### config.mk
export PLATFORM = sky130hd
export DESIGN_NAME = caalu_sqrt_cell
export DESIGN_NICKNAME = d
export VERILOG_FILES = /design/src/hw/rtl/circular_arc_angle_length_unit_defines.svh /design/src/hw/rtl/caalu_pkg.sv /design/src/hw/rtl/caalu_sqrt_cell.sv
export SDC_FILE = /design/constraint.sdc
export NUM_CORES = 1
export LEC_CHECK = 0
export BUFFER_PORTS_ARGS = -buffer_cell sky130_fd_sc_hd__buf_2
export CORE_ASPECT_RATIO = 1.5
export CORE_UTILIZATION = 30
export CTS_BUF_LIST = sky130_fd_sc_hd__clkbuf_8 sky130_fd_sc_hd__clkbuf_16
export DETAILED_ROUTE_END_ITERATION = 10
export PLACE_DENSITY = 0.48
export SYNTH_ARGS = -nofsm -noshare
export SYNTH_HDL_FRONTEND = slang
export SYNTH_SLANG_ARGS = --single-unit
export TNS_END_PERCENT = 100
### constraint.sdc
create_clock -name clk_i -period 0.8 [get_ports clk_i]
set_input_delay 0 -clock clk_i [delete_from_list [all_inputs] [get_ports clk_i]]
set_output_delay 0 -clock clk_i [all_outputs]
set_load 0.01 [all_outputs]
### src/hw/rtl/circular_arc_angle_length_unit_defines.svh
// Assertion macros shared by the arc angle unit.
// Each macro expects clk_i and rst_ni to be visible where it is used.
`ifndef CIRCULAR_ARC_ANGLE_LENGTH_UNIT_DEFINES_SVH
`define CIRCULAR_ARC_ANGLE_LENGTH_UNIT_DEFINES_SVH

// The consequent must hold in the same cycle as the antecedent.
`define CAALU_ASSERT_IMPLIES(label, ante, cons, msg) \
  label: assert property (@(posedge clk_i) disable iff (!rst_ni) (ante) |-> (cons)) \
    else $error(msg);

// The consequent must hold in the cycle after the antecedent.
`define CAALU_ASSERT_NEXT(label, ante, cons, msg) \
  label: assert property (@(posedge clk_i) disable iff (!rst_ni) (ante) |=> (cons)) \
    else $error(msg);

`endif

### src/hw/rtl/caalu_pkg.sv
package caalu_pkg;

  // Default configuration.
  localparam int unsigned COORD_WIDTH_DEF  = 32;
  localparam int unsigned ANGLE_STAGES_DEF = 24;

  // Fixed datapath widths.
  localparam int unsigned FIELD_W    = 32;
  localparam int unsigned ANGLE_W    = 31;
  localparam int unsigned VEC_W      = 31;
  localparam int unsigned WIDE_W     = 64;
  localparam int unsigned ROOT_STEPS = 32;
  localparam int unsigned QUO_W      = 34;
  localparam int unsigned DIV1_STEPS = 33;
  localparam int unsigned DIV2_STEPS = 34;
  localparam int unsigned CORD_W     = 35;
  localparam int unsigned ZED_W      = 33;

  // Angle constants in Q4.28 and unity in Q2.30.
  localparam logic [ANGLE_W-1:0] PI_Q28      = 31'd843314857;
  localparam logic [ANGLE_W-1:0] HALF_PI_Q28 = 31'd421657428;
  localparam logic [ANGLE_W-1:0] TWO_PI_Q28  = 31'd1686629714;
  localparam logic [ANGLE_W-1:0] ONE_Q30     = 31'd1073741824;

  typedef struct packed {
    logic signed [31:0] dir_x;
    logic signed [31:0] dir_y;
    logic signed [31:0] dir_z;
    logic signed [31:0] start_x;
    logic signed [31:0] start_y;
    logic signed [31:0] start_z;
    logic signed [31:0] end_x;
    logic signed [31:0] end_y;
    logic signed [31:0] end_z;
    logic signed [31:0] radius;
    logic               counter_clockwise;
  } in_t;

  typedef struct packed {
    logic [30:0]        arc_angle;
    logic signed [31:0] arc_length;
    logic               invalid;
  } out_t;

  // Item attributes that ride along the pipeline.
  typedef struct packed {
    logic signed [FIELD_W-1:0] radius;
    logic                      ccw;
    logic                      inv;
    logic                      dot_neg;
  } side_t;

  localparam int unsigned SIDE_W = $bits(side_t);

  // Rotation angle of one CORDIC step in Q4.28.
  function automatic logic [ZED_W-1:0] stage_angle(input int unsigned idx);
    logic [ZED_W-1:0] ang;
    case (idx)
      0:       ang = 33'd210828714;
      1:       ang = 33'd124459457;
      2:       ang = 33'd65760959;
      3:       ang = 33'd33381290;
      4:       ang = 33'd16755422;
      5:       ang = 33'd8385879;
      6:       ang = 33'd4193963;
      7:       ang = 33'd2097109;
      8:       ang = 33'd1048571;
      9:       ang = 33'd524287;
      default: begin
        if (idx <= 28) begin
          ang = ZED_W'(1) << (28 - idx);
        end else begin
          ang = '0;
        end
      end
    endcase
    return ang;
  endfunction

endpackage

### src/hw/rtl/caalu_sqrt_cell.sv
// One result bit of a floor square root; K is the bit position it decides.
module caalu_sqrt_cell #(
  parameter int unsigned K     = 0,
  parameter int unsigned AUX_W = 1
) (
  input  logic                          clk_i,
  input  logic                          rst_ni,
  input  logic                          vld_i,
  input  logic [caalu_pkg::WIDE_W-1:0]  rad_i,
  input  logic [caalu_pkg::WIDE_W-1:0]  root_i,
  input  logic [AUX_W-1:0]              aux_i,
  output logic                          vld_o,
  output logic [caalu_pkg::WIDE_W-1:0]  rad_o,
  output logic [caalu_pkg::WIDE_W-1:0]  root_o,
  output logic [AUX_W-1:0]              aux_o
);
  import caalu_pkg::*;

  localparam logic [WIDE_W-1:0] BIT = WIDE_W'(1) << (2 * K);

  logic [WIDE_W-1:0] trial;
  logic              take;

  // Trial subtraction of the partial root plus this step's bit.
  always_comb begin
    trial = root_i + BIT;
    take  = (rad_i >= trial);
  end

  always_ff @(posedge clk_i or negedge rst_ni) begin
    if (!rst_ni) begin
      vld_o <= 1'b0;
    end else begin
      vld_o <= vld_i;
    end
  end

  always_ff @(posedge clk_i) begin
    aux_o <= aux_i;
    if (take) begin
      rad_o  <= rad_i - trial;
      root_o <= (root_i >> 1) + BIT;
    end else begin
      rad_o  <= rad_i;
      root_o <= root_i >> 1;
    end
  end

endmodule

==> metrics <==
final WL 51.6 mm; synthesized area 0.00967 sq mm; final hold vios 1; number of synthesized flops with an enable pin 0; worst min path class primary input to flop; DP Worst Slack -3.69 ns; combinational share of power 0.460; post-layout net count 2379; Mean Syn Cell Area 7.77 sq um; Clk pwr share 0.273; WL/cell 19.8 um; Synth Area in Compound Gates 0.187; post-synthesis xor/xnor area fraction 0.166; dpl cells 2328; Max-Slew Margin vs Limit 0.604; clock buffer depth 2; Adder-Cell Fraction of Synth Area 0.0875; Iter 0 DRT Violations 554; Initial Util 0.305; final setup fails 258; Crit. End Element flop; total number of yosys warnings 0; Final Non-Filler Cells 2605; Yosys top cell area share 0.267; vias per inst 5.03; CP endpoint root_o[59]$_DFF_P_; core footprint 0.0317 sq mm; slowest cell delay on critical path 0.43 ns; GPL Wtd Cong 0.967; clock sink count 130; share of cells above drive strength 1 0.560; vias in the first global route 13600; Power Dens Cells 1400 mW/mm^2; Total GRT Usage 0.307; die area 0.0330 sq mm; Seq cells post-synth 130; maximum VDD drop 1.51 mV; antenna violations before repair 2; Startpoint Class primary input; register area share after synthesis 0.270; simple-gate share of the synthesized area 0.245; RSZ-0062 raised after global routing yes; most used cell along the critical path nand4_1; Crit Path Class primary input to flop; Area contributors post-synth dfxtp_1 (27%), xnor2_1 (8.8%), ha_1 (8.5%); fin crit share 4.64; Area Growth Syn to Fin 112%; crit path DAT 4.10 ns; slew of the pin with the lowest slew margin 0.591 ns; CP Launch Point root_i[7]; Post-DRT Antenna Nets 0; first-pass GRT wire length 74.7 mm; HPWL after detailed placement 37.5 mm; violated checks negative hold slack, negative setup slack; die width 149 um; FP Rows 80; commonest cells after routing, fill and taps aside buf_4 (501), buf_2 (188), dlygate4sd3_1 (133), nand2_1 (114), buf_6 (109); post-synth cell types 78; Period minus WS final 3.71 ns; DRC 0; P_sw 9.76 mW; largest family of logic cells by synthesized area simple AND/OR/NAND/NOR gates; largest net degree at the start of global routing 17; fmax 269 MHz; CTS tree yes; IO Count 262; Net Sw Frac 0.340; Clk pin slew, worst setup/hold paths 0.06 ns; post-synthesis mux area share 0.00815; total gr overflow 0; port bufs 261; gate count after technology mapping 1245; commonest non-fill, non-tap cell in the layout buf_4; Sequential Power Share 0.267; max_cap viols 0; H-tree depth 4; drt first pass iters 6; die extent in y 222 um; share of flip-flops with an asynchronous set or reset 0.00769; TritonCTS buffer count 17; worst hold margin -0.0142 ns; crit-path cells buf_8 -> nand4_1 -> nor3_4 -> nand2_2 -> buf_6 -> or3_4 -> nor2b_4 -> nand4_1 -> buf_4 -> nor4_4 -> nand2_1 -> xor2_1 -> ha_1 -> nand4_1 -> or3_4 -> o21ai_4 -> buf_6 -> nand4_1 -> nor3_2 -> xor2_1; area leader, netlist dfxtp_1; ys flop type dfxtp_1; via count 13100; worst setup margin -2.91 ns; Synthesized Nets 1444; P_leak 9.54 nW; internal power 18.9 mW; CP max-delay cell or3_4; fin. max-slew vios 0; WP data required 1.18 ns; status finished with violations; Max FO, Critical Path 7; Fillers 2602; Root Driver clkbuf_16
-- registers in the layout, summed over array words and instances, names as in the netlist --
signal and count:
aux_o 1, root_o 64, vld_o 1, rad_o 64
-- critical path, delay by kind of cell --
kind	cells	cell delay (ns)
AO/OA/AOI/OAI	1	0.21
buffers and inverters	4	0.58
adder cells (fa/ha/maj)	1	0.32
AND/OR/NAND/NOR	12	2.65
XOR/XNOR	2	0.32
-- through the flow --
stage	hold slack (ns)	util	power [mW]	area, sq um	TNS [ns]
6_report	-0.0142	0.646	28.7	20500	-369.58
3_5_place_dp	-0.224	0.472	16.9	15000	-447.52
4_1_cts	-0.0206	0.605	27.5	19200	-353.27
3_3_place_gp	-0.226	0.472	16.9	15000	-432.04
2_1_floorplan	-0.296	-	12.2	10100	-340.83
5_1_grt	-0.00686	0.646	29.9	20500	-388.67
-- what timing repair did --
action,in CTS,in global routing
hold endpoints to repair,130,2
cloned,19,0
setup endpoints to repair,258,258
pin swaps,130,71
hold buffers,132,1
gates resized for setup,341,230
setup buffers,68,35
-- power by group through the flow --
stage,clock (mW),combinational [mW],sequential (mW)
3_3_place_gp,0,9.24,7.64
6_report,7.83,13.2,7.66
4_1_cts,7.95,12.0,7.58
2_1_floorplan,0,4.18,8.05
5_1_grt,8.20,14.0,7.73
3_5_place_dp,0,9.25,7.64
-- per-layer routing --
layer | part of all wire | global-route usage
met5 | 0 | 0
met4 | 0.075 | 0.222
met3 | 0.040 | 0.0508
met2 | 0.53 | 0.565
met1 | 0.36 | 0.305
-- synth_stat cells (all sizes together), types with 9 or more instances --
cell type,instances
xor2,86
clkbuf,40
and3,27
o21bai,15
inv,23
nor4,9
xnor2,97
a21oi,80
nor2b,9
a31oi,10
dfxtp,129
o21ai,96
a21o,24
nor3,32
nor2,94
ha,66
nand2,187
o21a,12
nand3,50
nand4,55
buf,19
-- final cells by class --
type	instances	area [sq um]	share of cell area
Multi-Input combinational cell	1033	8400	0.410
Timing Repair Buffer	975	8220	0.401
Sequential cell	130	2700	0.132
Tap cell	410	513	0.0250
Clock buffer	21	480	0.0234
Clock inverter	11	88.8	0.00434
Inverter	23	86.3	0.00421
Antenna cell	2	5.00	0.000244
-- cells by family after synthesis --
| family | Yosys count |
|---|---|
| xor gates and xnor gates | 183 |
| AOI/OAI and AO/OA | 282 |
| and+or+nand+nor | 494 |
| muxes | 7 |
| buffers and inverters | 82 |
| adders and majority gates | 67 |
| DFF | 130 |
-- worst min-delay path by stage --
stage | startpoint | depth (start not counted) | slack, ns | endpoint
floorplan | rst_ni | 0 | -0.30 | vld_o$_DFF_PN0_
global placement | rst_ni | 1 | -0.23 | vld_o$_DFF_PN0_
detailed placement | rst_ni | 1 | -0.22 | vld_o$_DFF_PN0_
CTS | rad_i[1] | 3 | -0.02 | rad_o[1]$_DFF_P_
global route | rad_i[1] | 3 | -0.007 | rad_o[1]$_DFF_P_
finish | rad_i[1] | 3 | -0.01 | rad_o[1]$_DFF_P_
(Power assumes the default switching activity.)
