**src/hw/rtl/circular_arc_angle_length_unit_defines.svh**
```systemverilog
// Assertion macros shared by the arc angle unit.
// Each macro expects clk_i and rst_ni to be visible where it is used.
`ifndef CIRCULAR_ARC_ANGLE_LENGTH_UNIT_DEFINES_SVH
`define CIRCULAR_ARC_ANGLE_LENGTH_UNIT_DEFINES_SVH

// The consequent must hold in the same cycle as the antecedent.
`define CAALU_ASSERT_IMPLIES(label, ante, cons, msg) \
  label: assert property (@(posedge clk_i) disable iff (!rst_ni) (ante) |-> (cons)) \
    else $error(msg);

// The consequent must hold in the cycle after the antecedent.
`define CAALU_ASSERT_NEXT(label, ante, cons, msg) \
  label: assert property (@(posedge clk_i) disable iff (!rst_ni) (ante) |=> (cons)) \
    else $error(msg);

`endif

```
**src/hw/rtl/caalu_pkg.sv**
```systemverilog
package caalu_pkg;

  // Default configuration.
  localparam int unsigned COORD_WIDTH_DEF  = 32;
  localparam int unsigned ANGLE_STAGES_DEF = 24;

  // Fixed datapath widths.
  localparam int unsigned FIELD_W    = 32;
  localparam int unsigned ANGLE_W    = 31;
  localparam int unsigned VEC_W      = 31;
  localparam int unsigned WIDE_W     = 64;
  localparam int unsigned ROOT_STEPS = 32;
  localparam int unsigned QUO_W      = 34;
  localparam int unsigned DIV1_STEPS = 33;
  localparam int unsigned DIV2_STEPS = 34;
  localparam int unsigned CORD_W     = 35;
  localparam int unsigned ZED_W      = 33;

  // Angle constants in Q4.28 and unity in Q2.30.
  localparam logic [ANGLE_W-1:0] PI_Q28      = 31'd843314857;
  localparam logic [ANGLE_W-1:0] HALF_PI_Q28 = 31'd421657428;
  localparam logic [ANGLE_W-1:0] TWO_PI_Q28  = 31'd1686629714;
  localparam logic [ANGLE_W-1:0] ONE_Q30     = 31'd1073741824;

  typedef struct packed {
    logic signed [31:0] dir_x;
    logic signed [31:0] dir_y;
    logic signed [31:0] dir_z;
    logic signed [31:0] start_x;
    logic signed [31:0] start_y;
    logic signed [31:0] start_z;
    logic signed [31:0] end_x;
    logic signed [31:0] end_y;
    logic signed [31:0] end_z;
    logic signed [31:0] radius;
    logic               counter_clockwise;
  } in_t;

  typedef struct packed {
    logic [30:0]        arc_angle;
    logic signed [31:0] arc_length;
    logic               invalid;
  } out_t;

  // Item attributes that ride along the pipeline.
  typedef struct packed {
    logic signed [FIELD_W-1:0] radius;
    logic                      ccw;
    logic                      inv;
    logic                      dot_neg;
  } side_t;

  localparam int unsigned SIDE_W = $bits(side_t);

  // Rotation angle of one CORDIC step in Q4.28.
  function automatic logic [ZED_W-1:0] stage_angle(input int unsigned idx);
    logic [ZED_W-1:0] ang;
    case (idx)
      0:       ang = 33'd210828714;
      1:       ang = 33'd124459457;
      2:       ang = 33'd65760959;
      3:       ang = 33'd33381290;
      4:       ang = 33'd16755422;
      5:       ang = 33'd8385879;
      6:       ang = 33'd4193963;
      7:       ang = 33'd2097109;
      8:       ang = 33'd1048571;
      9:       ang = 33'd524287;
      default: begin
        if (idx <= 28) begin
          ang = ZED_W'(1) << (28 - idx);
        end else begin
          ang = '0;
        end
      end
    endcase
    return ang;
  endfunction

endpackage

```
**src/hw/rtl/caalu_div_cell.sv**
```systemverilog
// One quotient bit of a restoring divider; SH is the divisor shift it tries.
module caalu_div_cell #(
  parameter int unsigned SH    = 0,
  parameter int unsigned AUX_W = 1
) (
  input  logic                          clk_i,
  input  logic                          rst_ni,
  input  logic                          vld_i,
  input  logic [caalu_pkg::WIDE_W-1:0]  rem_i,
  input  logic [31:0]                   dvs_i,
  input  logic [caalu_pkg::QUO_W-1:0]   quo_i,
  input  logic [AUX_W-1:0]              aux_i,
  output logic                          vld_o,
  output logic [caalu_pkg::WIDE_W-1:0]  rem_o,
  output logic [31:0]                   dvs_o,
  output logic [caalu_pkg::QUO_W-1:0]   quo_o,
  output logic [AUX_W-1:0]              aux_o
);
  import caalu_pkg::*;

  logic [WIDE_W+1:0] diff;
  logic              take;

  // The remainder is below 2^64, so the sign of the wide difference decides.
  always_comb begin
    diff = {2'b00, rem_i} - ((WIDE_W + 2)'(dvs_i) << SH);
    take = !diff[WIDE_W+1];
  end

  always_ff @(posedge clk_i or negedge rst_ni) begin
    if (!rst_ni) begin
      vld_o <= 1'b0;
    end else begin
      vld_o <= vld_i;
    end
  end

  always_ff @(posedge clk_i) begin
    aux_o <= aux_i;
    dvs_o <= dvs_i;
    quo_o <= {quo_i[QUO_W-2:0], take};
    rem_o <= take ? diff[WIDE_W-1:0] : rem_i;
  end

endmodule

```
**config.mk**
```make
export PLATFORM = sky130hd
export DESIGN_NAME = caalu_div_cell
export DESIGN_NICKNAME = d
export VERILOG_FILES = /design/src/hw/rtl/circular_arc_angle_length_unit_defines.svh /design/src/hw/rtl/caalu_pkg.sv /design/src/hw/rtl/caalu_div_cell.sv
export SDC_FILE = /design/constraint.sdc
export NUM_CORES = 1
export LEC_CHECK = 0
export BUFFER_PORTS_ARGS = -buffer_cell sky130_fd_sc_hd__buf_2
export CORE_MARGIN = 4
export CORE_UTILIZATION = 50
export CTS_BUF_LIST = sky130_fd_sc_hd__clkbuf_2
export DETAILED_ROUTE_END_ITERATION = 8
export HOLD_SLACK_MARGIN = 0.1
export PLACE_DENSITY = 0.88
export SYNTH_ARGS = -nofsm -noshare
export SYNTH_HDL_FRONTEND = slang
export SYNTH_SLANG_ARGS = --single-unit
export TNS_END_PERCENT = 5
```
**constraint.sdc**
```tcl
create_clock -name clk_i -period 0.8 [get_ports clk_i]
set_input_delay 0.12 -clock clk_i [delete_from_list [all_inputs] [get_ports clk_i]]
set_output_delay 0.12 -clock clk_i [all_outputs]
set_load 0.01 [all_outputs]
```
==> results of run 1 <==
## cells in the mapped netlist, types with 5 or more instances
| master | number |
|---|---|
| a2111oi_0 | 5 |
| a21oi_1 | 66 |
| buf_6 | 5 |
| clkbuf_1 | 13 |
| dfxtp_1 | 131 |
| ha_1 | 32 |
| inv_1 | 43 |
| mux2_4 | 5 |
| nand2_1 | 42 |
| nand2b_1 | 6 |
| nand3_1 | 14 |
| nand4_1 | 9 |
| nor2_1 | 69 |
| nor3_1 | 18 |
| nor4_1 | 15 |
| o21ai_0 | 20 |
| o21bai_1 | 6 |
| or2_2 | 5 |
| or3_1 | 9 |
| xnor2_1 | 20 |
| xor2_1 | 39 |
## through the flow
step,instances,instance area (µm²),util
floorplan,646,6050,-
detailed placement,1213,8740,0.763
global placement,1213,8740,0.763
CTS,1383,11100,0.964
## repair_timing
item | 4_1_cts
hold buffers | 123
pin swaps | 19
gates cloned | 1
hold endpoints to repair | 133
endpoints found under the setup margin | 197
gates resized for setup | 176
setup buffers | 15
## cells by family after synthesis
group	synth area share
fa+ha+maj	0.0718
buf+inv	0.0472
simple gates	0.180
flops	0.452
xor+xnor	0.0882
compound gates	0.145
mux	0.0167
==> impl_metrics.toml, run 1 <==
[run_status]
status = "did not finish"
stop_stage = "global routing (5_1_grt)"
stop_error = "[ERROR DPL-0038] Utilization greater than 100%, impossible to legalize"

[clock_network]
cts-root-buf = "clkbuf_2"
clockBufferDepth = 2
cts_max_level = 4
cts_sinks = 132
numCtsBuffers = 17

[synth]
syn-cell-area_mm2 = 0.00586
synth.distinct_cells = 57
synth-main-ff-cell = "dfxtp_1"
syn_nets = 813
yosysSeqAreaShare = 0.452
synth-edff-count = 0
ys_warn_count = 0
syn_avg_cell_area_um2 = 9.07
synth_top_area_cell = "dfxtp_1"
synth-async-reset-ratio = 0.00758
yosys-top-cells-area = "dfxtp_1, ha_1, xor2_1, a21oi_1, nor2_1"
synth_top_area_frac = 0.448
ys_ff_latch = 132
syn_inst = 646

[timing]
endpoint_type = "sequential cell input"
worstEndpointGrtRepair = "rem_o[37]$_DFF_P_/D"

[floorplan]
std_cell_rows = 39
start_util = 0.511
die_w_um = 116
die_y_um = 116
pin_count = 266

[placed_design]
numPortBuffers = 264
post-place-ws_ns = -2.16
dp.final_hpwl_um = 16800
place_congestion = 0.961

[global_route]
grt_max_degree = 20
==> run 2: changes to the inputs <==
CORE_UTILIZATION = 35   (was 50)
CTS_BUF_LIST = default   (was sky130_fd_sc_hd__clkbuf_2)
HOLD_SLACK_MARGIN = default   (was 0.1)
PLACE_DENSITY = default   (was 0.88)
PLACE_DENSITY_LB_ADDON = 0.15   (was default)
==> impl_metrics.toml, run 2 <==
[run_status]
status = "finished with violations"
failed_checks = "setup timing"

[finish]
mostFrequentLayoutCell = "buf_4"
largest_reg_flops = 64
final_core_util = 0.734
stdcell_count = 1463
syn_to_final_growth_pct = 106
layout_common_cells = "buf_4, buf_2, dlygate4sd3_1, buf_6, dfxtp_2"
final_nets = 1396
drive_gt1_frac = 0.568
reg_top3 = "rem_o: 64 flops, quo_o: 34 flops, dvs_o: 32 flops"
top_register = "rem_o"

[run]
cap_violations = 0

[floorplan]
die_y_um = 137
pin_count = 266
start_util = 0.356
die_area_mm2 = 0.0189
std_cell_rows = 47
core-area_mm2 = 0.0165
die_w_um = 137

[global_route]
grt_max_degree = 23
use_met1 = 0.272
use_met3 = 0.0712
globalRouteTotalUtil = 0.242
antenna_found_initial = 2
grt_pass1_vias = 7146
grt_use_met2 = 0.437
grt_pass1_wl_um = 35400
grt_busiest_layer = "met2"
gr-total-overflow = 0

[placed_design]
numPortBuffers = 264
dp_cells = 1303
place_congestion = 0.898
dp.final_hpwl_um = 16800

[timing]
setup_viol = 197
post-route-min-period_ns = 2.19
slew_viol_final = 0
rsz0062_at_grt = "yes"
relSlewSlack = 0.515
hold_violations = 0
fin_crit_sh = 2.73
setup_ws_ns = -1.39
finalSetupTns_ns = -105.89
whs_ns = 0.0141
fmax_ghz = 0.458
tightest_slew_ns = 0.723

[synth]
synth.distinct_cells = 57
yosys-top-cells-area = "dfxtp_1, ha_1, xor2_1, a21oi_1, nor2_1"
syn_inst = 646
synth-main-ff-cell = "dfxtp_1"
yosysSeqAreaShare = 0.452
ys_ff_latch = 132
synth_top_area_cell = "dfxtp_1"
syn_nets = 813
synth-async-reset-ratio = 0.00758
syn-cell-area_mm2 = 0.00586
synth_most_common_cell = "dfxtp_1"
synth-edff-count = 0
ys_warn_count = 0
synth_top_area_frac = 0.448
syn_avg_cell_area_um2 = 9.07
synth_common_cells = "dfxtp_1, nor2_1, a21oi_1, inv_1, nand2_1"

[route]
detail_route.wl_per_cell_um = 16.5
drt_iter0_markers = 260
routed_via_density = 4.76
vias = 6960
ant_nets = 0
drc = 0
wirelength_um = 24100
drt-pass1-iter-count = 4

[clock_network]
numCtsBuffers = 17
cts_max_level = 4
clkTransAtPathRegs_ns = 0.06
cts-root-buf = "clkbuf_16"
clockBufferDepth = 2
cts_sinks = 132
cts_tree = "built"

[worst_setup_path]
crit_start = "rem_i[50]"
arrival_ns = 2.49
cp_max_fo = 7
start_kind = "input port"
path_class = "in2reg"
required_ns = 1.10
cp-endpoint = "rem_o[10]"
cp-end-kind = "flip-flop"

[power_and_ir_drop]
leakagePower_nw = 5.55
vdd_drop_max_v = 0.00153
powerDensity_mw_per_mm2 = 1750

[worst_hold_path]
hold_class = "in2reg"
-- run 2: cell counts after synthesis --
Identical to the previous run, type by type.
-- run 2: routing by layer --
| layer | share of wire | up-vias |
|---|---|---|
| met5 | 0.00054 | - |
| met4 | 0.025 | 2 |
| met3 | 0.067 | 46 |
| met2 | 0.51 | 230 |
| met1 | 0.40 | 3260 |
| li1 | - | 3422 |
-- run 2: power by group --
part | total [mW] | leakage [nW] | switching, mW | internal, mW
clock | 7.66 | 0.280 | 3.29 | 4.37
sequential | 7.56 | 1.12 | 0.258 | 7.30
combinational | 5.98 | 4.16 | 2.64 | 3.34
-- run 2: cells by family after synthesis --
family / count (synthesis) / synth area share
mux: 7 / 0.0167
flops: 132 / 0.452
compound gates: 139 / 0.145
xor+xnor: 59 / 0.0882
simple gates: 213 / 0.180
fa+ha+maj: 33 / 0.0718
buf+inv: 63 / 0.0472
-- run 2: metrics by stage --
stage | worst slack, ns | total power, mW | instance area, µm²
after floorplan | -1.74 | 9.72 | 6050
after global placement | -2.07 | 12.1 | 8950
after detailed placement | -2.08 | 12.1 | 8950
after CTS | -1.36 | 20.7 | 11300
after global routing | -1.40 | 22.2 | 12100
final | -1.39 | 21.2 | 12100
-- run 2: what timing repair did --
action / in CTS / in global routing
setup endpoints to repair: 197 / 197
cloned: 1 / 0
pin swaps: 18 / 26
buffers inserted: 9 / 4
gates resized for setup: 135 / 155
hold buffers: 115 / 0
endpoints found under the hold margin: 113 / 0
-- run 2: final cells by class --
type | instances | area (µm²)
Fill cell | 1227 | 4370
Sequential cell | 132 | 2730
Multi-Input combinational cell | 451 | 3730
Inverter | 43 | 184
Timing Repair Buffer | 584 | 4590
Tap cell | 220 | 275
Clock buffer | 18 | 429
Antenna cell | 1 | 2.50
Clock inverter | 14 | 144
-- run 2: worst min-delay path by stage --
stage                     startpoint        end  slack [ns]  cells past startpoint
final                      rem_i[22]  rem_o[22]        0.01                      3
after global routing       rem_i[15]  rem_o[15]       0.001                      3
after CTS                  rem_i[33]  rem_o[33]       0.004                      3
after detailed placement      rst_ni      vld_o        -0.1                      1
after global placement        rst_ni      vld_o       -0.10                      1
after floorplan               rst_ni      vld_o       -0.18                      0
-- run 2: critical path, cell delays in order --
cell       delay (ns)
buf_6            0.09
or4_4            0.55
nand2b_4         0.17
or3_4            0.36
nand4bb_4        0.20
or3_4            0.41
buf_6            0.16
buf_12           0.13
buf_8            0.14
nor2_2           0.09
a21oi_1          0.06
Power figures use the tool's default switching activity.
