$ cat src/hw/rtl/circular_arc_angle_length_unit_defines.svh
// Assertion macros shared by the arc angle unit.
// Each macro expects clk_i and rst_ni to be visible where it is used.
`ifndef CIRCULAR_ARC_ANGLE_LENGTH_UNIT_DEFINES_SVH
`define CIRCULAR_ARC_ANGLE_LENGTH_UNIT_DEFINES_SVH

// The consequent must hold in the same cycle as the antecedent.
`define CAALU_ASSERT_IMPLIES(label, ante, cons, msg) \
  label: assert property (@(posedge clk_i) disable iff (!rst_ni) (ante) |-> (cons)) \
    else $error(msg);

// The consequent must hold in the cycle after the antecedent.
`define CAALU_ASSERT_NEXT(label, ante, cons, msg) \
  label: assert property (@(posedge clk_i) disable iff (!rst_ni) (ante) |=> (cons)) \
    else $error(msg);

`endif

$ cat src/hw/rtl/caalu_pkg.sv
package caalu_pkg;

  // Default configuration.
  localparam int unsigned COORD_WIDTH_DEF  = 32;
  localparam int unsigned ANGLE_STAGES_DEF = 24;

  // Fixed datapath widths.
  localparam int unsigned FIELD_W    = 32;
  localparam int unsigned ANGLE_W    = 31;
  localparam int unsigned VEC_W      = 31;
  localparam int unsigned WIDE_W     = 64;
  localparam int unsigned ROOT_STEPS = 32;
  localparam int unsigned QUO_W      = 34;
  localparam int unsigned DIV1_STEPS = 33;
  localparam int unsigned DIV2_STEPS = 34;
  localparam int unsigned CORD_W     = 35;
  localparam int unsigned ZED_W      = 33;

  // Angle constants in Q4.28 and unity in Q2.30.
  localparam logic [ANGLE_W-1:0] PI_Q28      = 31'd843314857;
  localparam logic [ANGLE_W-1:0] HALF_PI_Q28 = 31'd421657428;
  localparam logic [ANGLE_W-1:0] TWO_PI_Q28  = 31'd1686629714;
  localparam logic [ANGLE_W-1:0] ONE_Q30     = 31'd1073741824;

  typedef struct packed {
    logic signed [31:0] dir_x;
    logic signed [31:0] dir_y;
    logic signed [31:0] dir_z;
    logic signed [31:0] start_x;
    logic signed [31:0] start_y;
    logic signed [31:0] start_z;
    logic signed [31:0] end_x;
    logic signed [31:0] end_y;
    logic signed [31:0] end_z;
    logic signed [31:0] radius;
    logic               counter_clockwise;
  } in_t;

  typedef struct packed {
    logic [30:0]        arc_angle;
    logic signed [31:0] arc_length;
    logic               invalid;
  } out_t;

  // Item attributes that ride along the pipeline.
  typedef struct packed {
    logic signed [FIELD_W-1:0] radius;
    logic                      ccw;
    logic                      inv;
    logic                      dot_neg;
  } side_t;

  localparam int unsigned SIDE_W = $bits(side_t);

  // Rotation angle of one CORDIC step in Q4.28.
  function automatic logic [ZED_W-1:0] stage_angle(input int unsigned idx);
    logic [ZED_W-1:0] ang;
    case (idx)
      0:       ang = 33'd210828714;
      1:       ang = 33'd124459457;
      2:       ang = 33'd65760959;
      3:       ang = 33'd33381290;
      4:       ang = 33'd16755422;
      5:       ang = 33'd8385879;
      6:       ang = 33'd4193963;
      7:       ang = 33'd2097109;
      8:       ang = 33'd1048571;
      9:       ang = 33'd524287;
      default: begin
        if (idx <= 28) begin
          ang = ZED_W'(1) << (28 - idx);
        end else begin
          ang = '0;
        end
      end
    endcase
    return ang;
  endfunction

endpackage

$ cat src/hw/rtl/caalu_cordic_cell.sv
// One vectoring CORDIC rotation, driving y towards zero.
module caalu_cordic_cell #(
  parameter int unsigned STAGE = 0,
  parameter int unsigned AUX_W = 1
) (
  input  logic                                clk_i,
  input  logic                                rst_ni,
  input  logic                                vld_i,
  input  logic signed [caalu_pkg::CORD_W-1:0] x_i,
  input  logic signed [caalu_pkg::CORD_W-1:0] y_i,
  input  logic signed [caalu_pkg::ZED_W-1:0]  z_i,
  input  logic [AUX_W-1:0]                    aux_i,
  output logic                                vld_o,
  output logic signed [caalu_pkg::CORD_W-1:0] x_o,
  output logic signed [caalu_pkg::CORD_W-1:0] y_o,
  output logic signed [caalu_pkg::ZED_W-1:0]  z_o,
  output logic [AUX_W-1:0]                    aux_o
);
  import caalu_pkg::*;

  localparam logic signed [ZED_W-1:0] ANG = $signed(stage_angle(STAGE));

  logic signed [CORD_W-1:0] dx;
  logic signed [CORD_W-1:0] dy;

  // Arithmetic shifts round towards minus infinity, as the rotation needs.
  always_comb begin
    dx = y_i >>> STAGE;
    dy = x_i >>> STAGE;
  end

  always_ff @(posedge clk_i or negedge rst_ni) begin
    if (!rst_ni) begin
      vld_o <= 1'b0;
    end else begin
      vld_o <= vld_i;
    end
  end

  always_ff @(posedge clk_i) begin
    aux_o <= aux_i;
    if (!y_i[CORD_W-1]) begin
      x_o <= x_i + dx;
      y_o <= y_i - dy;
      z_o <= z_i + ANG;
    end else begin
      x_o <= x_i - dx;
      y_o <= y_i + dy;
      z_o <= z_i - ANG;
    end
  end

endmodule

$ cat config.mk
export PLATFORM = sky130hd
export DESIGN_NAME = caalu_cordic_cell
export DESIGN_NICKNAME = d
export VERILOG_FILES = /design/src/hw/rtl/circular_arc_angle_length_unit_defines.svh /design/src/hw/rtl/caalu_pkg.sv /design/src/hw/rtl/caalu_cordic_cell.sv
export SDC_FILE = /design/constraint.sdc
export NUM_CORES = 1
export LEC_CHECK = 0
export BUFFER_PORTS_ARGS = -buffer_cell sky130_fd_sc_hd__buf_2
export CAP_MARGIN = 15
export CORE_MARGIN = 1.5
export CORE_UTILIZATION = 55
export DETAILED_ROUTE_END_ITERATION = 6
export HOLD_SLACK_MARGIN = 0.06
export PLACE_DENSITY = 0.91
export SYNTH_ARGS = -nofsm -noshare
export SYNTH_HDL_FRONTEND = slang
export SYNTH_SLANG_ARGS = --single-unit
$ cat constraint.sdc
create_clock -name clk_i -period 1.4 [get_ports clk_i]
set_input_delay 0.21 -clock clk_i [delete_from_list [all_inputs] [get_ports clk_i]]
set_output_delay 0.21 -clock clk_i [all_outputs]
set_load 0.05 [all_outputs]
==> flow_summary.html, run 1 <==
<table>
<tr><th>Metric</th><th>Value</th></tr>
<tr><th colspan="2">Synthesis</th></tr>
<tr><td>Proportion of synthesized chip area in sequential cells</td><td>0.2126</td></tr>
<tr><td>Per-instance average area after synthesis</td><td>7.753 um2</td></tr>
<tr><td>Most frequent cell after synthesis</td><td>sky130_fd_sc_hd__a21oi_1</td></tr>
<tr><td>Post-synth top area cell</td><td>sky130_fd_sc_hd__dfxtp_1</td></tr>
<tr><td>Share of synthesized flip-flops with an asynchronous set or reset</td><td>0.009615</td></tr>
<tr><td>Proportion of netlist area held by the largest area contributor</td><td>0.2101</td></tr>
<tr><td>Share of synthesized area spent on multiplexers</td><td>0.01033</td></tr>
<tr><td>Count of flip-flops with a built-in enable after synthesis</td><td>0</td></tr>
<tr><td>Mapped Area</td><td>between 9000 and 10000 um2</td></tr>
<tr><td>Post-synth cell types</td><td>80</td></tr>
<tr><td>Net Count, Synth</td><td>1509</td></tr>
<tr><td>Count of warnings emitted by yosys</td><td>0</td></tr>
<tr><td>Fraction of the mapped netlist area in adder cells</td><td>0.1764</td></tr>
<tr><td>Number of flip-flops and latches in the synthesized netlist</td><td>approximately 100</td></tr>
<tr><td>Area fraction in compound gates after synthesis</td><td>0.2821</td></tr>
<tr><td>Synth top cells by count</td><td>sky130_fd_sc_hd__a21oi_1, sky130_fd_sc_hd__ha_1, sky130_fd_sc_hd__inv_1, sky130_fd_sc_hd__nor2_1, sky130_fd_sc_hd__dfxtp_1</td></tr>
<tr><td>Xor/xnor cell area share of the yosys netlist</td><td>0.08120</td></tr>
<tr><td>Simple logic cell fraction of the synthesized area</td><td>0.1593</td></tr>
<tr><td>Combinational family with the most area after synthesis</td><td>compound AO/OA/AOI/OAI gates</td></tr>
<tr><td>Primary flip-flop cell chosen by synthesis mapping</td><td>sky130_fd_sc_hd__dfxtp_1</td></tr>
<tr><td>Cell count after synthesis</td><td>between 1k and 1.5k</td></tr>
<tr><td>Main area contributors after synthesis</td><td>sky130_fd_sc_hd__dfxtp_1, sky130_fd_sc_hd__ha_1, sky130_fd_sc_hd__a21oi_1</td></tr>
<tr><th colspan="2">Global route</th></tr>
<tr><td>Via count of the first global-routing pass</td><td>about 18k</td></tr>
<tr><td>Sum of overflow across all layers after global routing</td><td>137</td></tr>
<tr><td>Pin count of the biggest net entering global routing</td><td>57</td></tr>
<tr><td>Global-route wire length before repair</td><td>111200 um</td></tr>
<tr><td>Overall track demand over capacity in global routing</td><td>0.7893</td></tr>
<tr><th colspan="2">Outcome</th></tr>
<tr><td>Stage where the flow stopped</td><td>5_1_grt</td></tr>
<tr><td>Stop Error</td><td>[ERROR GRT-0116] Global routing finished with congestion. Check the congestion regions in the DRC Viewer.</td></tr>
<tr><td>Run status</td><td>stopped before the end</td></tr>
<tr><th colspan="2">Placement</th></tr>
<tr><td>Final weighted congestion in routability-driven placement</td><td>1.109</td></tr>
<tr><td>Port Buf Inserts</td><td>~210</td></tr>
<tr><td>Detail Placement HPWL</td><td>34160 um</td></tr>
<tr><th colspan="2">Clocking</th></tr>
<tr><td>Sink count of the clock tree</td><td>104</td></tr>
<tr><td>Clock tree root driver cell</td><td>sky130_fd_sc_hd__clkbuf_16</td></tr>
<tr><td>Maximum clock insertion buffer count</td><td>2</td></tr>
<tr><td>Number of buffers created by CTS</td><td>9</td></tr>
<tr><td>H-tree depth</td><td>3</td></tr>
<tr><th colspan="2">Floorplan</th></tr>
<tr><td>Number of top-level pins</td><td>around 210</td></tr>
<tr><td>DIE WIDTH</td><td>136.6 um</td></tr>
<tr><td>Die Ht</td><td>136.6 um</td></tr>
<tr><td>Number of rows in the core area</td><td>between 40 and 50</td></tr>
<tr><td>Initial standard-cell utilization of the core</td><td>0.5655</td></tr>
</table>
[through the flow]
step                std cells  TNS (ns)  instance area (um2)  setup WS [ns]  hold WS [ns]
CTS                      2130    -63.60                16030         -1.138        0.1263
detailed placement       2061    -96.82                14550         -1.533      -0.01397
global placement         2061    -86.78                14550         -1.348      -0.01478
floorplan                1266    -59.35                10470         -1.077      -0.08559
[kinds of logic after synthesis]
logic type | count (synthesis)
xor gates and xnor gates | 91
and+or+nand+nor | 326
AOI/OAI and AO/OA | 430
buffers and inverters | 169
muxes | 10
adders and majority gates | 136
DFF | 104
[repair_timing]
| action | 4_1_cts |
|---|---|
| buffers inserted | 52 |
| hold buffers | 6 |
| endpoints found under the hold margin | 6 |
| endpoints found under the setup margin | 88 |
| resized for setup | 165 |
| pin swaps | 84 |
[metal layers]
metal,GRT usage,GRT overflow
met5,0.2806,1
met4,0.8392,60
met3,0.6615,4
met2,0.9391,69
met1,0.7681,3
==> inputs of run 2 (changes only) <==
--- a/config.mk
+++ b/config.mk
@@ -8,10 +8,9 @@
 export BUFFER_PORTS_ARGS = -buffer_cell sky130_fd_sc_hd__buf_2
 export CAP_MARGIN = 15
 export CORE_MARGIN = 1.5
-export CORE_UTILIZATION = 55
+export CORE_UTILIZATION = 40
 export DETAILED_ROUTE_END_ITERATION = 6
-export HOLD_SLACK_MARGIN = 0.06
-export PLACE_DENSITY = 0.91
+export PLACE_DENSITY_LB_ADDON = 0.15
 export SYNTH_ARGS = -nofsm -noshare
 export SYNTH_HDL_FRONTEND = slang
 export SYNTH_SLANG_ARGS = --single-unit
==> flow_summary.html, run 2 <==
<table>
<tr><th>Metric</th><th>Value</th></tr>
<tr><th colspan="2">Placement</th></tr>
<tr><td>Detail Placement HPWL</td><td>29970 um (-12%)</td></tr>
<tr><td>Port Buf Inserts</td><td>211 (unchanged)</td></tr>
<tr><td>Final weighted congestion in routability-driven placement</td><td>0.9904 (-11%)</td></tr>
<tr><th colspan="2">Final layout</th></tr>
<tr><td>Number of flip-flops under the largest register name</td><td>35</td></tr>
<tr><td>Most common cell after layout, fill and taps aside</td><td>sky130_fd_sc_hd__buf_4</td></tr>
<tr><td>Total area of multi-input combinational cells</td><td>around 9000 um2</td></tr>
<tr><td>Fillcell total</td><td>1883</td></tr>
<tr><td>Commonest non-fill, non-tap cells in the layout</td><td>sky130_fd_sc_hd__buf_4, sky130_fd_sc_hd__buf_2, sky130_fd_sc_hd__dfxtp_1</td></tr>
<tr><td>Layout area overhead</td><td>78.01%</td></tr>
<tr><td>Final Net Count</td><td>2190</td></tr>
<tr><td>Biggest register</td><td>y_o</td></tr>
<tr><td>Flip-flop and latch area</td><td>2087 um2</td></tr>
<tr><td>Registers with the most flip-flops</td><td>y_o x35, x_o x34, z_o x33</td></tr>
<tr><td>Ratio of cells with drive above 1 in the final layout</td><td>0.5302</td></tr>
<tr><td>Number of antenna cells inserted</td><td>0</td></tr>
<tr><th colspan="2">Floorplan</th></tr>
<tr><td>Initial standard-cell utilization of the core</td><td>0.4060 (-0.1595)</td></tr>
<tr><td>Number of rows in the core area</td><td>57 (+19%)</td></tr>
<tr><td>DIE WIDTH</td><td>159.7 um (+17%)</td></tr>
<tr><td>Number of top-level pins</td><td>212 (unchanged)</td></tr>
<tr><td>Die Ht</td><td>159.7 um (+17%)</td></tr>
<tr><td>Die Outline Area</td><td>25490 um2</td></tr>
<tr><td>Core Region</td><td>24180 um2</td></tr>
<tr><th colspan="2">Global route</th></tr>
<tr><td>Sum of overflow across all layers after global routing</td><td>0</td></tr>
<tr><td>Overall track demand over capacity in global routing</td><td>0.3002</td></tr>
<tr><td>Initial antenna violation count</td><td>0</td></tr>
<tr><td>Global-route wire length before repair</td><td>61380 um</td></tr>
<tr><td>Via count of the first global-routing pass</td><td>11.99k</td></tr>
<tr><td>Pin count of the biggest net entering global routing</td><td>60</td></tr>
<tr><th colspan="2">Job</th></tr>
<tr><td>Max capacitance violation total</td><td>0</td></tr>
<tr><th colspan="2">Power and ir drop</th></tr>
<tr><td>PwrDens</td><td>971.3 nW/um2</td></tr>
<tr><td>Leak Pwr</td><td>between 8 and 9 nW</td></tr>
<tr><td>Worst IR Drop VDD</td><td>0.7567 mV</td></tr>
<tr><td>Total power after layout</td><td>16.97 mW</td></tr>
<tr><th colspan="2">Critical path</th></tr>
<tr><td>Critical Path Fanout Max</td><td>4</td></tr>
<tr><td>Max stage delay on crit path</td><td>0.39 ns</td></tr>
<tr><td>CP Data Arrival Time</td><td>2.66 ns</td></tr>
<tr><td>Endpoint of the most critical setup path</td><td>x_o[33]</td></tr>
<tr><td>Nature of the critical path startpoint</td><td>primary input</td></tr>
<tr><td>Worst path required time</td><td>1.65 ns</td></tr>
<tr><td>Cell class contributing the biggest share of worst-path delay</td><td>compound AO/OA/AOI/OAI gates</td></tr>
<tr><td>Critical path class</td><td>in2reg</td></tr>
<tr><td>Crit path buffers/inverters</td><td>3</td></tr>
<tr><td>Standard cell with the maximum stage delay on the critical path</td><td>sky130_fd_sc_hd__a2111oi_4</td></tr>
<tr><td>Source of the critical timing path</td><td>x_i[7]</td></tr>
<tr><td>Most frequent cell on the critical path</td><td>sky130_fd_sc_hd__buf_4</td></tr>
<tr><td>Critical Path Stages</td><td>11</td></tr>
<tr><td>Cell chain of the critical path</td><td>buf_4 &gt; buf_4 &gt; ha_1 &gt; a2111oi_4 &gt; a2111oi_4 &gt; buf_4 &gt; a221o_2 &gt; a311o_4 &gt; and3_4 &gt; o311ai_4 &gt; nand3_1</td></tr>
<tr><td>Sort of element at the end of the critical path</td><td>flop</td></tr>
<tr><th colspan="2">Timing</th></tr>
<tr><td>Setup violation total in the final timing report</td><td>86</td></tr>
<tr><td>Final-report hold violation count</td><td>0</td></tr>
<tr><td>Setup repair after global routing missed its margin</td><td>true</td></tr>
<tr><td>Final worst setup slack</td><td>-1.013 ns</td></tr>
<tr><td>Sum of negative setup slack</td><td>-53.50 ns</td></tr>
<tr><td>Worst slack on hold paths</td><td>around 0.031 ns</td></tr>
<tr><td>Clock period minus worst slack</td><td>2.413 ns</td></tr>
<tr><td>Upper clock frequency limit</td><td>414.5 MHz</td></tr>
<tr><td>Period utilisation layout</td><td>1.723</td></tr>
<tr><td>Final Max Tran Viols</td><td>0</td></tr>
<tr><td>Worst max-slew margin expressed relative to the limit</td><td>0.5660</td></tr>
<tr><td>Measured slew at the worst slew-check pin</td><td>0.6510 ns</td></tr>
<tr><th colspan="2">Drt</th></tr>
<tr><td>Overall via count from detail_route</td><td>12.11k</td></tr>
<tr><td>Wire length on met1</td><td>17120 um</td></tr>
<tr><td>Sum of met2 wire segment lengths after detailed routing</td><td>19740 um</td></tr>
<tr><td>Initial DRC Count</td><td>825</td></tr>
<tr><td>Average via count per standard cell</td><td>5.321</td></tr>
<tr><td>Drt wl/cell</td><td>17.59 um</td></tr>
<tr><td>Met3 routed wirelength</td><td>~2100 um</td></tr>
<tr><td>DR DRC count</td><td>0</td></tr>
<tr><td>Top metal layer carrying routed signals</td><td>met4</td></tr>
<tr><td>Routed Wire Length</td><td>40030 um</td></tr>
<tr><td>Number of detailed-route iterations in the first pass</td><td>5</td></tr>
<tr><td>Residual antenna-violating net count after detailed routing</td><td>0</td></tr>
<tr><th colspan="2">Synthesis</th></tr>
<tr><td>Count of flip-flops with a built-in enable after synthesis</td><td>0 (unchanged)</td></tr>
<tr><td>Xor/xnor cell area share of the yosys netlist</td><td>0.08120 (unchanged)</td></tr>
<tr><td>Combinational family with the most area after synthesis</td><td>compound AO/OA/AOI/OAI gates</td></tr>
<tr><td>Post-synth top area cell</td><td>sky130_fd_sc_hd__dfxtp_1</td></tr>
<tr><td>Main area contributors after synthesis</td><td>sky130_fd_sc_hd__dfxtp_1, sky130_fd_sc_hd__ha_1, sky130_fd_sc_hd__a21oi_1</td></tr>
<tr><td>Simple logic cell fraction of the synthesized area</td><td>0.1593 (unchanged)</td></tr>
<tr><td>Fraction of the mapped netlist area in adder cells</td><td>0.1764 (unchanged)</td></tr>
<tr><td>Share of synthesized flip-flops with an asynchronous set or reset</td><td>0.009615 (unchanged)</td></tr>
<tr><td>Mapped Area</td><td>9816 um2 (unchanged)</td></tr>
<tr><td>Post-synth cell types</td><td>80 (unchanged)</td></tr>
<tr><td>Most frequent cell after synthesis</td><td>sky130_fd_sc_hd__a21oi_1</td></tr>
<tr><td>Share of synthesized area spent on multiplexers</td><td>0.01033 (unchanged)</td></tr>
<tr><td>Proportion of synthesized chip area in sequential cells</td><td>0.2126 (unchanged)</td></tr>
<tr><td>Cell count after synthesis</td><td>1266 (unchanged)</td></tr>
<tr><td>Synth top cells by count</td><td>sky130_fd_sc_hd__a21oi_1, sky130_fd_sc_hd__ha_1, sky130_fd_sc_hd__inv_1, sky130_fd_sc_hd__nor2_1, sky130_fd_sc_hd__dfxtp_1</td></tr>
<tr><td>Per-instance average area after synthesis</td><td>7.753 um2 (unchanged)</td></tr>
<tr><td>Proportion of netlist area held by the largest area contributor</td><td>0.2101 (unchanged)</td></tr>
<tr><td>Count of warnings emitted by yosys</td><td>0 (unchanged)</td></tr>
<tr><td>Number of flip-flops and latches in the synthesized netlist</td><td>104 (unchanged)</td></tr>
<tr><td>Net Count, Synth</td><td>1509 (unchanged)</td></tr>
<tr><td>Area fraction in compound gates after synthesis</td><td>0.2821 (unchanged)</td></tr>
<tr><td>Primary flip-flop cell chosen by synthesis mapping</td><td>sky130_fd_sc_hd__dfxtp_1</td></tr>
<tr><th colspan="2">Clocking</th></tr>
<tr><td>Clock transition at the registers of the reported paths</td><td>0.08 ns</td></tr>
<tr><td>H-tree depth</td><td>3 (unchanged)</td></tr>
<tr><td>Sink count of the clock tree</td><td>104 (unchanged)</td></tr>
<tr><td>Clock tree root driver cell</td><td>sky130_fd_sc_hd__clkbuf_16</td></tr>
<tr><td>Maximum clock insertion buffer count</td><td>2 (unchanged)</td></tr>
<tr><td>Number of buffers created by CTS</td><td>9 (unchanged)</td></tr>
<tr><td>Clock tree from TritonCTS</td><td>built</td></tr>
<tr><th colspan="2">Min path</th></tr>
<tr><td>Tightest Hold Check Type</td><td>in2reg</td></tr>
<tr><th colspan="2">Outcome</th></tr>
<tr><td>Failing checks</td><td>negative setup slack</td></tr>
<tr><td>Run status</td><td>finished with violations</td></tr>
</table>
run 2: layout make-up:
| type | instances | share of cell area |
|---|---|---|
| multi-input cells | 993 | 0.5071 |
| repair buffers | 718 | 0.3017 |
| flip-flops and latches | 104 | 0.1194 |
| inverters | 120 | 0.02936 |
| well taps | 324 | 0.02320 |
| clock buffers | 9 | 0.01289 |
| clock inverters | 7 | 0.005442 |
| repair inverters | 1 | 0.0009309 |
run 2: metrics by stage:
stage | worst slack [ns] | util | instances | area (um2)
after floorplan | -1.077 | - | 1266 | 10470
after global routing | -1.119 | 0.7227 | 2276 | 17470
after global placement | -1.453 | 0.6179 | 2198 | 14940
after detailed placement | -1.528 | 0.6179 | 2198 | 14940
final | -1.013 | 0.7227 | 2276 | 17470
after CTS | -1.090 | 0.6883 | 2253 | 16640
run 2: cells by family after synthesis:
kind of cell / after synthesis
mux: 10
xor+xnor: 91
fa+ha+maj: 136
compound gates: 430
simple gates: 326
buf+inv: 169
flops: 104
run 2: timing repair:
item	CTS	global route
hold buffers	4	0
gates resized for setup	227	141
setup endpoints to repair	87	88
buffers inserted	42	30
endpoints found under the hold margin	4	0
cloned	2	0
pin swaps	127	118
run 2: how the worst min path moves through the flow:
stage | startpoint | to | slack (ns) | depth (start not counted)
2_1_floorplan | rst_ni | vld_o | -0.09 | 0
3_3_place_gp | rst_ni | vld_o | -0.01 | 1
3_5_place_dp | rst_ni | vld_o | -0.01 | 1
4_1_cts | z_i[1] | z_o[1] | 0.04 | 2
5_1_grt | z_i[1] | z_o[1] | 0.03 | 2
6_report | z_i[1] | z_o[1] | 0.03 | 2
run 2: layer usage:
layer	track usage	up-vias
li1	-	5824
met1	0.3814	5776
met2	0.5329	438
met3	0.02909	73
met4	0.09477	0
met5	0	-
run 2: power by group:
group	total [mW]	switching (mW)	leakage, nW	internal (mW)
Sequential	3.87	0.224	0.881	3.64
Combinational	10.2	6.18	7.30	4.06
Clock	2.87	1.42	0.157	1.45
No activity file was read; power rests on OpenSTA's default activity.
==> inputs of run 3 (changes only) <==
--- a/config.mk
+++ b/config.mk
@@ -7,9 +7,12 @@
 export LEC_CHECK = 0
 export BUFFER_PORTS_ARGS = -buffer_cell sky130_fd_sc_hd__buf_2
 export CAP_MARGIN = 15
+export CELL_PAD_IN_SITES_DETAIL_PLACEMENT = 0
+export CELL_PAD_IN_SITES_GLOBAL_PLACEMENT = 1
 export CORE_MARGIN = 1.5
 export CORE_UTILIZATION = 40
 export DETAILED_ROUTE_END_ITERATION = 6
+export GPL_ROUTABILITY_DRIVEN = 0
 export PLACE_DENSITY_LB_ADDON = 0.15
 export SYNTH_ARGS = -nofsm -noshare
 export SYNTH_HDL_FRONTEND = slang
==> flow_summary.html, run 3 (synthesis results as in run 2) <==
<table>
<tr><th>Metric</th><th>Value</th></tr>
<tr><th colspan="2">Power and ir drop</th></tr>
<tr><td>Worst IR Drop VDD</td><td>0.6948 mV (-8.2%)</td></tr>
<tr><td>Leak Pwr</td><td>8.309 nW (-0.35%)</td></tr>
<tr><td>PwrDens</td><td>964.3 nW/um2 (-0.72%)</td></tr>
<tr><th colspan="2">Drt</th></tr>
<tr><td>Average via count per standard cell</td><td>5.281 (-0.76%)</td></tr>
<tr><td>Initial DRC Count</td><td>829 (+0.48%)</td></tr>
<tr><td>Overall via count from detail_route</td><td>11.99k (-1.0%)</td></tr>
<tr><td>Routed Wire Length</td><td>38630 um (-3.5%)</td></tr>
<tr><td>Residual antenna-violating net count after detailed routing</td><td>0 (unchanged)</td></tr>
<tr><td>Number of detailed-route iterations in the first pass</td><td>5 (unchanged)</td></tr>
<tr><td>Drt wl/cell</td><td>17.02 um (-3.3%)</td></tr>
<tr><td>DR DRC count</td><td>0 (unchanged)</td></tr>
<tr><th colspan="2">Floorplan</th></tr>
<tr><td>Number of top-level pins</td><td>212 (unchanged)</td></tr>
<tr><td>Number of rows in the core area</td><td>57 (unchanged)</td></tr>
<tr><td>Core Region</td><td>24180 um2 (unchanged)</td></tr>
<tr><td>Initial standard-cell utilization of the core</td><td>0.4060 (unchanged)</td></tr>
<tr><td>DIE WIDTH</td><td>159.7 um (unchanged)</td></tr>
<tr><td>Die Ht</td><td>159.7 um (unchanged)</td></tr>
<tr><td>Die Outline Area</td><td>25490 um2 (unchanged)</td></tr>
<tr><th colspan="2">Global route</th></tr>
<tr><td>Initial antenna violation count</td><td>0 (unchanged)</td></tr>
<tr><td>Sum of overflow across all layers after global routing</td><td>0 (unchanged)</td></tr>
<tr><td>Pin count of the biggest net entering global routing</td><td>74 (+23%)</td></tr>
<tr><td>Via count of the first global-routing pass</td><td>11.64k (-2.9%)</td></tr>
<tr><td>Global-route wire length before repair</td><td>58330 um (-5.0%)</td></tr>
<tr><td>Overall track demand over capacity in global routing</td><td>0.2853 (-0.01484)</td></tr>
<tr><th colspan="2">Final layout</th></tr>
<tr><td>Final Net Count</td><td>2184 (-0.27%)</td></tr>
<tr><td>Biggest register</td><td>y_o</td></tr>
<tr><td>Number of flip-flops under the largest register name</td><td>35 (unchanged)</td></tr>
<tr><td>Number of antenna cells inserted</td><td>0 (unchanged)</td></tr>
<tr><td>Ratio of cells with drive above 1 in the final layout</td><td>0.5277 (-0.002476)</td></tr>
<tr><td>Registers with the most flip-flops</td><td>y_o x35, x_o x34, z_o x33</td></tr>
<tr><td>Most common cell after layout, fill and taps aside</td><td>sky130_fd_sc_hd__buf_4</td></tr>
<tr><td>Layout area overhead</td><td>77.25%</td></tr>
<tr><td>Commonest non-fill, non-tap cells in the layout</td><td>sky130_fd_sc_hd__buf_4, sky130_fd_sc_hd__buf_2, sky130_fd_sc_hd__dfxtp_1</td></tr>
<tr><td>Final core utilization</td><td>0.7196 (-0.003105)</td></tr>
<tr><th colspan="2">Timing</th></tr>
<tr><td>Clock period minus worst slack</td><td>2.397 ns (-0.01539 ns)</td></tr>
<tr><td>Worst max-slew margin expressed relative to the limit</td><td>0.4976 (-0.06839)</td></tr>
<tr><td>Measured slew at the worst slew-check pin</td><td>0.7536 ns (+0.1026 ns)</td></tr>
<tr><td>Setup violation total in the final timing report</td><td>86 (unchanged)</td></tr>
<tr><td>Period utilisation layout</td><td>1.712 (-0.01099)</td></tr>
<tr><td>Setup repair after global routing missed its margin</td><td>true</td></tr>
<tr><td>Final worst setup slack</td><td>-0.9971 ns (+0.01539 ns)</td></tr>
<tr><td>Worst slack on hold paths</td><td>0.04526 ns (+0.01380 ns)</td></tr>
<tr><td>Upper clock frequency limit</td><td>417.2 MHz (+0.64%)</td></tr>
<tr><td>Final-report hold violation count</td><td>0 (unchanged)</td></tr>
<tr><td>Sum of negative setup slack</td><td>-53.75 ns (-0.2484 ns)</td></tr>
<tr><td>Final Max Tran Viols</td><td>0 (unchanged)</td></tr>
<tr><th colspan="2">Job</th></tr>
<tr><td>Max capacitance violation total</td><td>0 (unchanged)</td></tr>
<tr><th colspan="2">Outcome</th></tr>
<tr><td>Failing checks</td><td>negative setup slack</td></tr>
<tr><td>Run status</td><td>finished with violations</td></tr>
<tr><th colspan="2">Critical path</th></tr>
<tr><td>CP Data Arrival Time</td><td>2.66 ns (about the same)</td></tr>
<tr><td>Crit path buffers/inverters</td><td>2 (-1)</td></tr>
<tr><td>Cell chain of the critical path</td><td>buf_8 &gt; inv_4 &gt; ha_4 &gt; or2_4 &gt; a211oi_4 &gt; o211ai_4 &gt; a2111oi_4 &gt; o211ai_1 &gt; a31oi_1 &gt; and4_1 &gt; a211oi_1 &gt; xnor2_1</td></tr>
<tr><td>Max stage delay on crit path</td><td>0.38 ns (about the same)</td></tr>
<tr><td>Critical Path Fanout Max</td><td>3 (-1)</td></tr>
<tr><td>Nature of the critical path startpoint</td><td>primary input</td></tr>
<tr><td>Standard cell with the maximum stage delay on the critical path</td><td>sky130_fd_sc_hd__a2111oi_4</td></tr>
<tr><td>Sort of element at the end of the critical path</td><td>flop</td></tr>
<tr><td>Critical path class</td><td>in2reg</td></tr>
<tr><td>Worst path required time</td><td>1.66 ns (about the same)</td></tr>
<tr><td>Cell class contributing the biggest share of worst-path delay</td><td>compound AO/OA/AOI/OAI gates</td></tr>
<tr><th colspan="2">Clocking</th></tr>
<tr><td>Clock tree root driver cell</td><td>sky130_fd_sc_hd__clkbuf_16</td></tr>
<tr><td>Clock tree from TritonCTS</td><td>built</td></tr>
<tr><td>Sink count of the clock tree</td><td>104 (unchanged)</td></tr>
<tr><td>Maximum clock insertion buffer count</td><td>2 (unchanged)</td></tr>
<tr><td>Number of buffers created by CTS</td><td>9 (unchanged)</td></tr>
<tr><td>H-tree depth</td><td>3 (unchanged)</td></tr>
<tr><td>Clock transition at the registers of the reported paths</td><td>0.09 ns (about the same)</td></tr>
<tr><th colspan="2">Min path</th></tr>
<tr><td>Tightest Hold Check Type</td><td>in2reg</td></tr>
<tr><th colspan="2">Placement</th></tr>
<tr><td>Port Buf Inserts</td><td>211 (unchanged)</td></tr>
<tr><td>Detail Placement HPWL</td><td>29220 um (-2.5%)</td></tr>
<tr><td>Setup Slack @ Placement</td><td>-1.488 ns (+0.03959 ns)</td></tr>
</table>
-- run 3: cell types whose count changed in the layout (fill, tap and decap cells not counted), sizes merged --
cell      delta
buf          -6
inv          -2
clkbuf       +1
clkinvlp     +1
-- run 3: routing by layer --
layer,vias up,routed length (um),part of all wire,GRT usage
met4,0,1103,0.029,0.08276
met2,450,18910,0.49,0.5044
met1,5633,16350,0.42,0.3600
li1,5822,-,-,-
met3,82,2255,0.058,0.03948
met5,-,0,0,0
-- run 3: per-stage QoR --
step / cells / power, mW / instance area [um2]
3_5_place_dp: 2189 / 12.69 / 14900
5_1_grt: 2270 / 17.53 / 17400
2_1_floorplan: 1266 / 9.467 / 10470
4_1_cts: 2246 / 16.11 / 16520
3_3_place_gp: 2189 / 12.61 / 14900
6_report: 2270 / 16.78 / 17400
-- run 3: repair_timing --
action / CTS / global route
endpoints found under the hold margin: 4 / 0
endpoints found under the setup margin: 87 / 88
pin swaps: 96 / 103
hold buffers: 4 / 0
cloned: 2 / 0
resized for setup: 235 / 153
buffers inserted: 38 / 38
-- run 3: power breakdown --
part / internal, mW / switching, mW / leakage [nW] / total (mW)
clock network: 1.40 / 1.35 / 0.143 / 2.75
registers: 3.64 / 0.211 / 0.881 / 3.85
logic: 4.03 / 6.15 / 7.29 / 10.2
total: 9.07 / 7.70 / 8.31 / 16.8
-- run 3: worst paths after layout --
check / depth (start not counted) / endpoint / start / slack [ns]
setup / recovery: 12 / x_o[27] / x_i[3] / -1.0
hold / removal: 2 / z_o[1] / z_i[1] / 0.05
max in group asynchronous: 2 / vld_o / rst_ni / 1.18
min in group asynchronous: 2 / vld_o / rst_ni / 0.14
-- run 3: final cells by class --
type	instances	area (um2)
sequential	104	2087
inverter	120	518.0
fill	1865	6779
clock buffer	10	229.0
timing repair inverter	1	8.758
multi-input combinational	993	8865
tap	324	405.4
clock inverter	6	65.06
timing repair buffer	712	5220
